$ cat src/hw/rtl/mvp_pkg.sv
`timescale 1ns / 1ps
// shared constants, types and functions of the mavlink v2 frame parser
// no dependencies

package mvp_pkg;

    localparam logic [7:0]  START_BYTE = 8'hFD;
    localparam logic [15:0] CRC_INIT   = 16'hFFFF;

    // crc request: running value, item byte, optional trailing extra byte
    typedef struct packed {
        logic [15:0] crc;
        logic [7:0]  data_byte;
        logic        fold_extra;
        logic [7:0]  extra_byte;
    } crc_req_t;

    // one crc-16/mcrf4xx byte update
    function automatic logic [15:0] crc_fold(input logic [15:0] crc, input logic [7:0] b);
        logic [7:0] t;
        t = b ^ crc[7:0];
        t = t ^ {t[3:0], 4'b0000};
        return {8'h00, crc[15:8]} ^ {t, 8'h00} ^ {5'b00000, t, 3'b000} ^ {12'h000, t[7:4]};
    endfunction

    // per-message crc extra byte, unknown ids give zero
    function automatic logic [7:0] extra_for(input logic [23:0] id);
        logic [7:0] e;
        case (id)
            24'd0:   e = 8'd50;
            24'd1:   e = 8'd124;
            24'd20:  e = 8'd214;
            24'd21:  e = 8'd159;
            24'd22:  e = 8'd220;
            24'd23:  e = 8'd168;
            24'd24:  e = 8'd24;
            24'd30:  e = 8'd39;
            24'd33:  e = 8'd104;
            24'd36:  e = 8'd222;
            24'd65:  e = 8'd118;
            24'd70:  e = 8'd124;
            24'd74:  e = 8'd20;
            24'd76:  e = 8'd152;
            24'd77:  e = 8'd143;
            24'd147: e = 8'd154;
            24'd251: e = 8'd170;
            24'd253: e = 8'd83;
            default: e = 8'd0;
        endcase
        return e;
    endfunction

endpackage

$ cat src/hw/rtl/mavlink_v2_frame_parser.sv
`timescale 1ns / 1ps
// mavlink v2 receive framer, top level
// depends on mvp_pkg and mvp_crc_unit
//
// usage
//   s_valid/s_ready/s_rx_byte carry one received link byte per item.
//   m_valid/m_ready carry one result item for every byte taken in.
//   payload bytes stream out with m_payload_valid before the frame is checked;
//   the item of the second checksum byte has m_frame_done set, m_crc_ok and
//   the captured header. drop the buffered payload when m_crc_ok is low.
// pipeline
//   a taken byte is held in the input register, parsed from there, and its
//   result is registered in the result register, which drives m_valid.
//   one item per cycle sustained while m_ready stays high; the input and result
//   registers each advance when the stage after them is empty or being emptied.
// reset
//   aresetn low clears both stages and returns the parser to hunting the
//   start byte with the crc at its initial value.
// stall
//   with m_ready low the result register holds; one more byte may wait in the
//   input register, after which s_ready drops until the result is taken.

module mavlink_v2_frame_parser
    import mvp_pkg::*;
(
    input  logic        aclk,
    input  logic        aresetn,
    input  logic        s_valid,
    output logic        s_ready,
    input  logic [7:0]  s_rx_byte,
    output logic        m_valid,
    input  logic        m_ready,
    output logic        m_payload_valid,
    output logic [7:0]  m_payload_byte,
    output logic [7:0]  m_payload_index,
    output logic        m_frame_done,
    output logic        m_crc_ok,
    output logic [7:0]  m_msg_len,
    output logic [7:0]  m_hdr_incompat,
    output logic [7:0]  m_hdr_compat,
    output logic [7:0]  m_seq_num,
    output logic [7:0]  m_sys_id,
    output logic [7:0]  m_comp_id,
    output logic [23:0] m_msg_id
);

    typedef enum logic [3:0] {
        ST_IDLE, ST_LEN, ST_INCOMPAT, ST_COMPAT, ST_SEQ, ST_SYSID, ST_COMPID,
        ST_MID0, ST_MID1, ST_MID2, ST_PAYLOAD, ST_CK_LO, ST_CK_HI
    } state_t;

    // input stage
    logic        in_valid_reg;
    logic [7:0]  in_byte_reg;

    // parser state
    state_t      state_reg, state_next;
    logic [15:0] crc_reg, crc_next;
    logic [7:0]  len_reg, len_next;
    logic [7:0]  count_reg, count_next;
    logic [7:0]  incompat_reg, incompat_next;
    logic [7:0]  compat_reg, compat_next;
    logic [7:0]  seq_reg, seq_next;
    logic [7:0]  sysid_reg, sysid_next;
    logic [7:0]  compid_reg, compid_next;
    logic [23:0] msgid_reg, msgid_next;
    logic [7:0]  ck_lo_reg, ck_lo_next;
    logic [7:0]  extra_reg, extra_next;

    // result stage
    logic        m_valid_reg;
    logic        pv_reg, pv_next;
    logic [7:0]  pbyte_reg, pbyte_next;
    logic [7:0]  pidx_reg, pidx_next;
    logic        done_reg, done_next;
    logic        ok_reg, ok_next;

    logic        adv_out;
    logic        proc;
    crc_req_t    crc_req;
    logic [15:0] crc_upd;
    logic [23:0] mid_full;
    logic [7:0]  mid_extra;
    logic        last_payload;

    assign adv_out = !m_valid_reg || m_ready;
    assign proc    = in_valid_reg && adv_out;
    assign s_ready = !in_valid_reg || adv_out;

    assign mid_full     = {in_byte_reg, msgid_reg[15:0]};
    assign mid_extra    = extra_for(mid_full);
    assign last_payload = ({1'b0, count_reg} + 9'd1) >= {1'b0, len_reg};

    always_comb begin
        crc_req.crc        = crc_reg;
        crc_req.data_byte  = in_byte_reg;
        crc_req.fold_extra = 1'b0;
        crc_req.extra_byte = extra_reg;
        if (state_reg == ST_MID2) begin
            crc_req.fold_extra = (len_reg == 8'd0);
            crc_req.extra_byte = mid_extra;
        end else if (state_reg == ST_PAYLOAD) begin
            crc_req.fold_extra = last_payload;
        end
    end

    mvp_crc_unit u_crc (
        .req     (crc_req),
        .crc_out (crc_upd)
    );

    always_comb begin
        state_next    = state_reg;
        crc_next      = crc_reg;
        len_next      = len_reg;
        count_next    = count_reg;
        incompat_next = incompat_reg;
        compat_next   = compat_reg;
        seq_next      = seq_reg;
        sysid_next    = sysid_reg;
        compid_next   = compid_reg;
        msgid_next    = msgid_reg;
        ck_lo_next    = ck_lo_reg;
        extra_next    = extra_reg;
        pv_next       = 1'b0;
        pbyte_next    = 8'd0;
        pidx_next     = 8'd0;
        done_next     = 1'b0;
        ok_next       = 1'b0;
        case (state_reg)
            ST_IDLE: begin
                if (in_byte_reg == START_BYTE) begin
                    len_next      = 8'd0;
                    incompat_next = 8'd0;
                    compat_next   = 8'd0;
                    seq_next      = 8'd0;
                    sysid_next    = 8'd0;
                    compid_next   = 8'd0;
                    msgid_next    = 24'd0;
                    ck_lo_next    = 8'd0;
                    count_next    = 8'd0;
                    crc_next      = CRC_INIT;
                    state_next    = ST_LEN;
                end
            end
            ST_LEN: begin
                len_next   = in_byte_reg;
                crc_next   = crc_upd;
                state_next = ST_INCOMPAT;
            end
            ST_INCOMPAT: begin
                incompat_next = in_byte_reg;
                crc_next      = crc_upd;
                state_next    = ST_COMPAT;
            end
            ST_COMPAT: begin
                compat_next = in_byte_reg;
                crc_next    = crc_upd;
                state_next  = ST_SEQ;
            end
            ST_SEQ: begin
                seq_next   = in_byte_reg;
                crc_next   = crc_upd;
                state_next = ST_SYSID;
            end
            ST_SYSID: begin
                sysid_next = in_byte_reg;
                crc_next   = crc_upd;
                state_next = ST_COMPID;
            end
            ST_COMPID: begin
                compid_next = in_byte_reg;
                crc_next    = crc_upd;
                state_next  = ST_MID0;
            end
            ST_MID0: begin
                msgid_next = {16'd0, in_byte_reg};
                crc_next   = crc_upd;
                state_next = ST_MID1;
            end
            ST_MID1: begin
                msgid_next = {8'd0, in_byte_reg, msgid_reg[7:0]};
                crc_next   = crc_upd;
                state_next = ST_MID2;
            end
            ST_MID2: begin
                msgid_next = mid_full;
                extra_next = mid_extra;
                crc_next   = crc_upd;
                count_next = 8'd0;
                state_next = (len_reg == 8'd0) ? ST_CK_LO : ST_PAYLOAD;
            end
            ST_PAYLOAD: begin
                pv_next    = 1'b1;
                pbyte_next = in_byte_reg;
                pidx_next  = count_reg;
                crc_next   = crc_upd;
                count_next = count_reg + 8'd1;
                if (last_payload) begin
                    state_next = ST_CK_LO;
                end
            end
            ST_CK_LO: begin
                ck_lo_next = in_byte_reg;
                state_next = ST_CK_HI;
            end
            ST_CK_HI: begin
                done_next  = 1'b1;
                ok_next    = ({in_byte_reg, ck_lo_reg} == crc_reg);
                state_next = ST_IDLE;
            end
            default: begin
                state_next = ST_IDLE;
            end
        endcase
    end

    always_ff @(posedge aclk) begin
        if (!aresetn) begin
            in_valid_reg <= 1'b0;
            m_valid_reg  <= 1'b0;
            state_reg    <= ST_IDLE;
            crc_reg      <= CRC_INIT;
            len_reg      <= 8'd0;
            count_reg    <= 8'd0;
            incompat_reg <= 8'd0;
            compat_reg   <= 8'd0;
            seq_reg      <= 8'd0;
            sysid_reg    <= 8'd0;
            compid_reg   <= 8'd0;
            msgid_reg    <= 24'd0;
            ck_lo_reg    <= 8'd0;
            extra_reg    <= 8'd0;
        end else begin
            if (s_ready) begin
                in_valid_reg <= s_valid;
            end
            if (adv_out) begin
                m_valid_reg <= in_valid_reg;
            end
            if (proc) begin
                state_reg    <= state_next;
                crc_reg      <= crc_next;
                len_reg      <= len_next;
                count_reg    <= count_next;
                incompat_reg <= incompat_next;
                compat_reg   <= compat_next;
                seq_reg      <= seq_next;
                sysid_reg    <= sysid_next;
                compid_reg   <= compid_next;
                msgid_reg    <= msgid_next;
                ck_lo_reg    <= ck_lo_next;
                extra_reg    <= extra_next;
            end
        end
    end

    // payload registers
    always_ff @(posedge aclk) begin
        if (s_ready && s_valid) begin
            in_byte_reg <= s_rx_byte;
        end
        if (proc) begin
            pv_reg    <= pv_next;
            pbyte_reg <= pbyte_next;
            pidx_reg  <= pidx_next;
            done_reg  <= done_next;
            ok_reg    <= ok_next;
        end
    end

    // header fields show only with frame_done; they still hold at that item
    assign m_valid         = m_valid_reg;
    assign m_payload_valid = pv_reg;
    assign m_payload_byte  = pbyte_reg;
    assign m_payload_index = pidx_reg;
    assign m_frame_done    = done_reg;
    assign m_crc_ok        = ok_reg;
    assign m_msg_len       = done_reg ? len_reg : 8'd0;
    assign m_hdr_incompat  = done_reg ? incompat_reg : 8'd0;
    assign m_hdr_compat    = done_reg ? compat_reg : 8'd0;
    assign m_seq_num       = done_reg ? seq_reg : 8'd0;
    assign m_sys_id        = done_reg ? sysid_reg : 8'd0;
    assign m_comp_id       = done_reg ? compid_reg : 8'd0;
    assign m_msg_id        = done_reg ? msgid_reg : 24'd0;

    a_payload_not_done: assert property (@(posedge aclk) disable iff (!aresetn)
        m_valid && m_payload_valid |-> !m_frame_done)
        else $error("payload item flagged as frame end");

    a_ok_only_on_done: assert property (@(posedge aclk) disable iff (!aresetn)
        m_valid && !m_frame_done |-> !m_crc_ok)
        else $error("crc verdict outside frame end");

    a_count_in_range: assert property (@(posedge aclk) disable iff (!aresetn)
        state_reg == ST_PAYLOAD |-> count_reg < len_reg)
        else $error("payload count reached frame length");

    a_end_to_idle: assert property (@(posedge aclk) disable iff (!aresetn)
        proc && state_reg == ST_CK_HI |=> state_reg == ST_IDLE && m_frame_done)
        else $error("frame end did not return to idle");

    a_stall_no_advance: assert property (@(posedge aclk) disable iff (!aresetn)
        in_valid_reg && !adv_out |=> $stable(state_reg) && $stable(crc_reg))
        else $error("parser advanced while result stalled");

endmodule

$ cat src/hw/rtl/mvp_crc_unit.sv
`timescale 1ns / 1ps
// crc-16/mcrf4xx update of one byte, optionally followed by the extra byte
// depends on mvp_pkg

module mvp_crc_unit
    import mvp_pkg::*;
(
    input  crc_req_t    req,
    output logic [15:0] crc_out
);

    logic [15:0] crc_first;

    assign crc_first = crc_fold(req.crc, req.data_byte);
    assign crc_out   = req.fold_extra ? crc_fold(crc_first, req.extra_byte) : crc_first;

endmodule

$ cat config.mk
export PLATFORM = sky130hd
export DESIGN_NAME = mavlink_v2_frame_parser
export DESIGN_NICKNAME = d
export VERILOG_FILES = /design/src/hw/rtl/mvp_pkg.sv /design/src/hw/rtl/mavlink_v2_frame_parser.sv /design/src/hw/rtl/mvp_crc_unit.sv
export SDC_FILE = /design/constraint.sdc
export NUM_CORES = 1
export LEC_CHECK = 0
export BUFFER_PORTS_ARGS = -buffer_cell sky130_fd_sc_hd__buf_2
export CORE_UTILIZATION = 63
export CTS_CLUSTER_SIZE = 30
export DETAILED_ROUTE_END_ITERATION = 12
export PLACE_DENSITY = 0.86
export SETUP_SLACK_MARGIN = 0.02
export SYNTH_ARGS = -nofsm -noshare
export SYNTH_HDL_FRONTEND = slang
export SYNTH_SLANG_ARGS = --single-unit
export TNS_END_PERCENT = 5
$ cat constraint.sdc
create_clock -name aclk -period 6.6 [get_ports aclk]
set_clock_uncertainty 0.15 [all_clocks]
set_input_delay 0.66 -clock aclk [delete_from_list [all_inputs] [get_ports aclk]]
set_output_delay 0.66 -clock aclk [all_outputs]
set_load 0.02 [all_outputs]
==> results by group <==
Clock tree
  – CTS root buf: clkbuf_16
  – CTS Buf Count: 17
  – Post-CTS Setup Inserts: 0
  – CTS H-Tree Depth: 4
  – Post-CTS resize count: 0
  – CTS clk-pin slew, worst paths: 0.06 ns
  – Worst-Skew Late Latency: 0.44 ns
  – CTS Hold Bufs: 0
  – CTS tree: yes
  – Clock sinks: 145
  – Max clock buf depth: 2

Min path
  – Hold Path Depth: 1
  – Hold Path End: in_byte_reg[3]
  – Min-Delay Path Class: primary input to register
  – Hold Crit Start: s_rx_byte[3]

Worst setup path
  – Arrival time worst endpoint: 3.98 ns
  – CP max stage delay: 0.70 ns
  – R2r worst-path depth: 13
  – Critical Path Start Type: register
  – Cell repeated most along the worst path: a21oi_1
  – Crit path max fanout: 11
  – Data required time at the worst endpoint: 6.73 ns
  – Crit path cell chain: ha_1 -> and3_1 -> xor2_1 -> ha_1 -> a21o_1 -> a21o_1 -> a21oi_1 -> o21ai_0 -> a21oi_1 -> o21ai_1 -> nor2_1 -> o2bb2ai_1 -> a21oi_1
  – FF-to-FF setup slack: 2.75 ns
  – Crit Path Category: register to register
  – CP startpoint: count_reg[0]
  – R2R Path End: crc_reg[1]
  – Reg-to-Reg Start: count_reg[0]
  – Worst path slowest cell: nor2_1
  – CP bufs+invs: 0
  – CP endpoint kind: register
  – Worst path top cell family by delay: compound AO/OA/AOI/OAI gates

Run status
  – Status: finished clean

Power
  – Leakage power: 3.51 nW
  – Power Density: 221 mW/mm2
  – Maximum VDD drop: 205 uV

Placement
  – GP Congestion: 0.953
  – Placed insts: 1,152
  – Setup WS pre-CTS: 2.90 ns
  – I/O Buffers: 104
  – Post-DP HPWL: 13.9 mm

Yosys
  – Ys Warns: 0
  – Syn Inst Count: 939
  – Sequential share of the synthesized area: 39.6%
  – Post-synthesis mux area share: 0.640%
  – Async SR Flop Fraction: 0%
  – Largest family of logic cells by synthesized area: simple AND/OR/NAND/NOR gates
  – #FFs+latches synth: 145
  – Xor/xnor cell area share of the yosys netlist: 8.44%
  – Compound-gate portion of the synthesized area: 16.6%
  – Net count after synthesis: 960
  – Post-Synth Simple-Gate Area: 28.8%
  – Syn avg cell area: 8.54 um2
  – Adder-cell share of the synthesized area: 1.40%
  – EDFF count, synth: 27
  – Syn Std Cell Area: 0.00802 mm2
  – Synth cell types: 75
  – Synth Flop Type: dfxtp_1

Layout
  – Area growth syn-to-layout: 14.0%
  – Leading cell type in the layout, fill and taps excluded: dfxtp_1
  – Diodes inserted: 0
  – Max FFs per register: 24
  – Nets: 1,024
  – Final Non-Filler Cells: 1,184
  – Layout cells sized above 1: 16.9%
  – Commonest non-fill, non-tap cells in the layout: dfxtp_1, nand2_1, buf_2
  – Final Core Density: 74.8%
  – Fill count: 941

STA
  – Final period util: 58.4%
  – Final max-slew violation count: 0
  – Final min period: 3.85 ns
  – Max Fclk: 260 MHz
  – Worst Tran Pin Value: 0.944 ns
  – Endpoints failing setup: 0
  – Setup TNS: 0 ns
  – Slew headroom: 36.9%
  – Hold Vio Cnt, Final: 0
  – RSZ-0062 raised after global routing: false
  – Fin worst setup slack: 2.75 ns

Global routing
  – GRT Total Usage: 32.8%
  – Initial antenna violation count: 0
  – Largest net degree at the start of global routing: 109
  – Grt ovf: 0
  – First-pass GRT wire length: 33.6 mm
  – Number of global-route vias before repair: 6,714

Route
  – Via count: 7,135
  – Iter 0 DRT Violations: 762
  – Total length of routed wires: 20.9 mm
  – DR WL/cell: 17.6 um
  – DR DRC count: 0
  – Drt via density: 6.03
  – First drt pass iteration count: 6
  – Post-route ant nets: 0

Floorplanning
  – Core Region: 0.0122 mm2
  – FP Rows: 40
  – IO Count: 105
  – Area of the die: 0.0132 mm2
  – Starting density of the core: 65.7%
  – Die width: 115 um
  – Die height: 115 um

Job
  – Max-Cap Viols: 0
worst max-delay path by stage:
stage / end / slack, ns / depth (start not counted)
after floorplan: crc_reg[0] / 3.49 / 15
after global placement: crc_reg[9] / 3.10 / 11
after detailed placement: crc_reg[5] / 2.90 / 11
after CTS: crc_reg[1] / 2.84 / 13
after global routing: crc_reg[3] / 2.57 / 13
final: crc_reg[1] / 2.75 / 13
cells by family after synthesis:
kind of cell,Yosys count
xor gates and xnor gates,70
adders and majority gates,9
and+or+nand+nor,441
buffers and inverters,89
DFF,145
AOI/OAI and AO/OA,180
muxes,5
Yosys cell counts (4+ instances only):
library cell	count	area share (%)
nand3_1	83	5.2
o21ai_0	14	0.87
and2_1	96	7.5
nor2_1	43	2.0
ha_1	9	1.4
o21a_1	4	0.37
nand2_1	110	5.1
a21o_1	4	0.37
nor2b_1	24	1.9
buf_2	11	0.69
nand2b_1	11	0.86
nor3b_1	6	0.56
a21oi_1	21	1.3
mux2i_1	4	0.50
xor2_1	24	2.6
a21boi_0	78	7.3
nor4_1	10	0.78
a22oi_1	13	1.2
clkbuf_1	55	2.6
inv_1	18	0.84
nand4_1	9	0.70
xnor2_1	40	4.4
nor3_1	22	1.4
a222oi_1	6	0.75
edfxtp_1	27	10
o2bb2ai_1	4	0.44
or3_1	4	0.31
or2_2	5	0.39
and3_1	5	0.39
dfxtp_1	118	29
through the flow:
stage | cell area [um2] | hold slack, ns | power [mW]
floorplan | 8020 | 0.276 | 1.03
detailed placement | 8540 | 0.303 | 1.06
global placement | 8540 | 0.296 | 1.06
CTS | 9140 | 0.244 | 2.02
finish | 9140 | 0.248 | 2.02
global route | 9140 | 0.242 | 2.07
worst reg2reg max path, delay by kind of cell (launching register included):
kind	cells	cell delay (ns)
flops	1	0.40
simple gates	2	0.97
fa+ha+maj	2	0.54
compound gates	8	1.45
xor+xnor	1	0.21
where the power goes:
group	switching, mW	internal [mW]
registers	0.00372	0.909
clock network	0.406	0.567
logic	0.0838	0.0513
layer usage:
metal | wire length (um) | global-route usage [%] | up-vias
met1 | 8860 | 42.3 | 3343
met4 | 609 | 15.1 | 0
met5 | 0 | 0 | -
met3 | 1520 | 6.17 | 68
met2 | 9890 | 53.6 | 356
li1 | - | - | 3368
final cells by class:
type	instances	area (um2)	share of cell area, %
clock buffer	17	425	4.65
inverter	18	67.6	0.739
tap	168	210	2.30
multi-input combinational	705	4480	49.0
clock inverter	15	173	1.89
sequential	145	3170	34.7
timing repair buffer	116	611	6.68
Note: power is estimated with default switching activity, not from simulation.
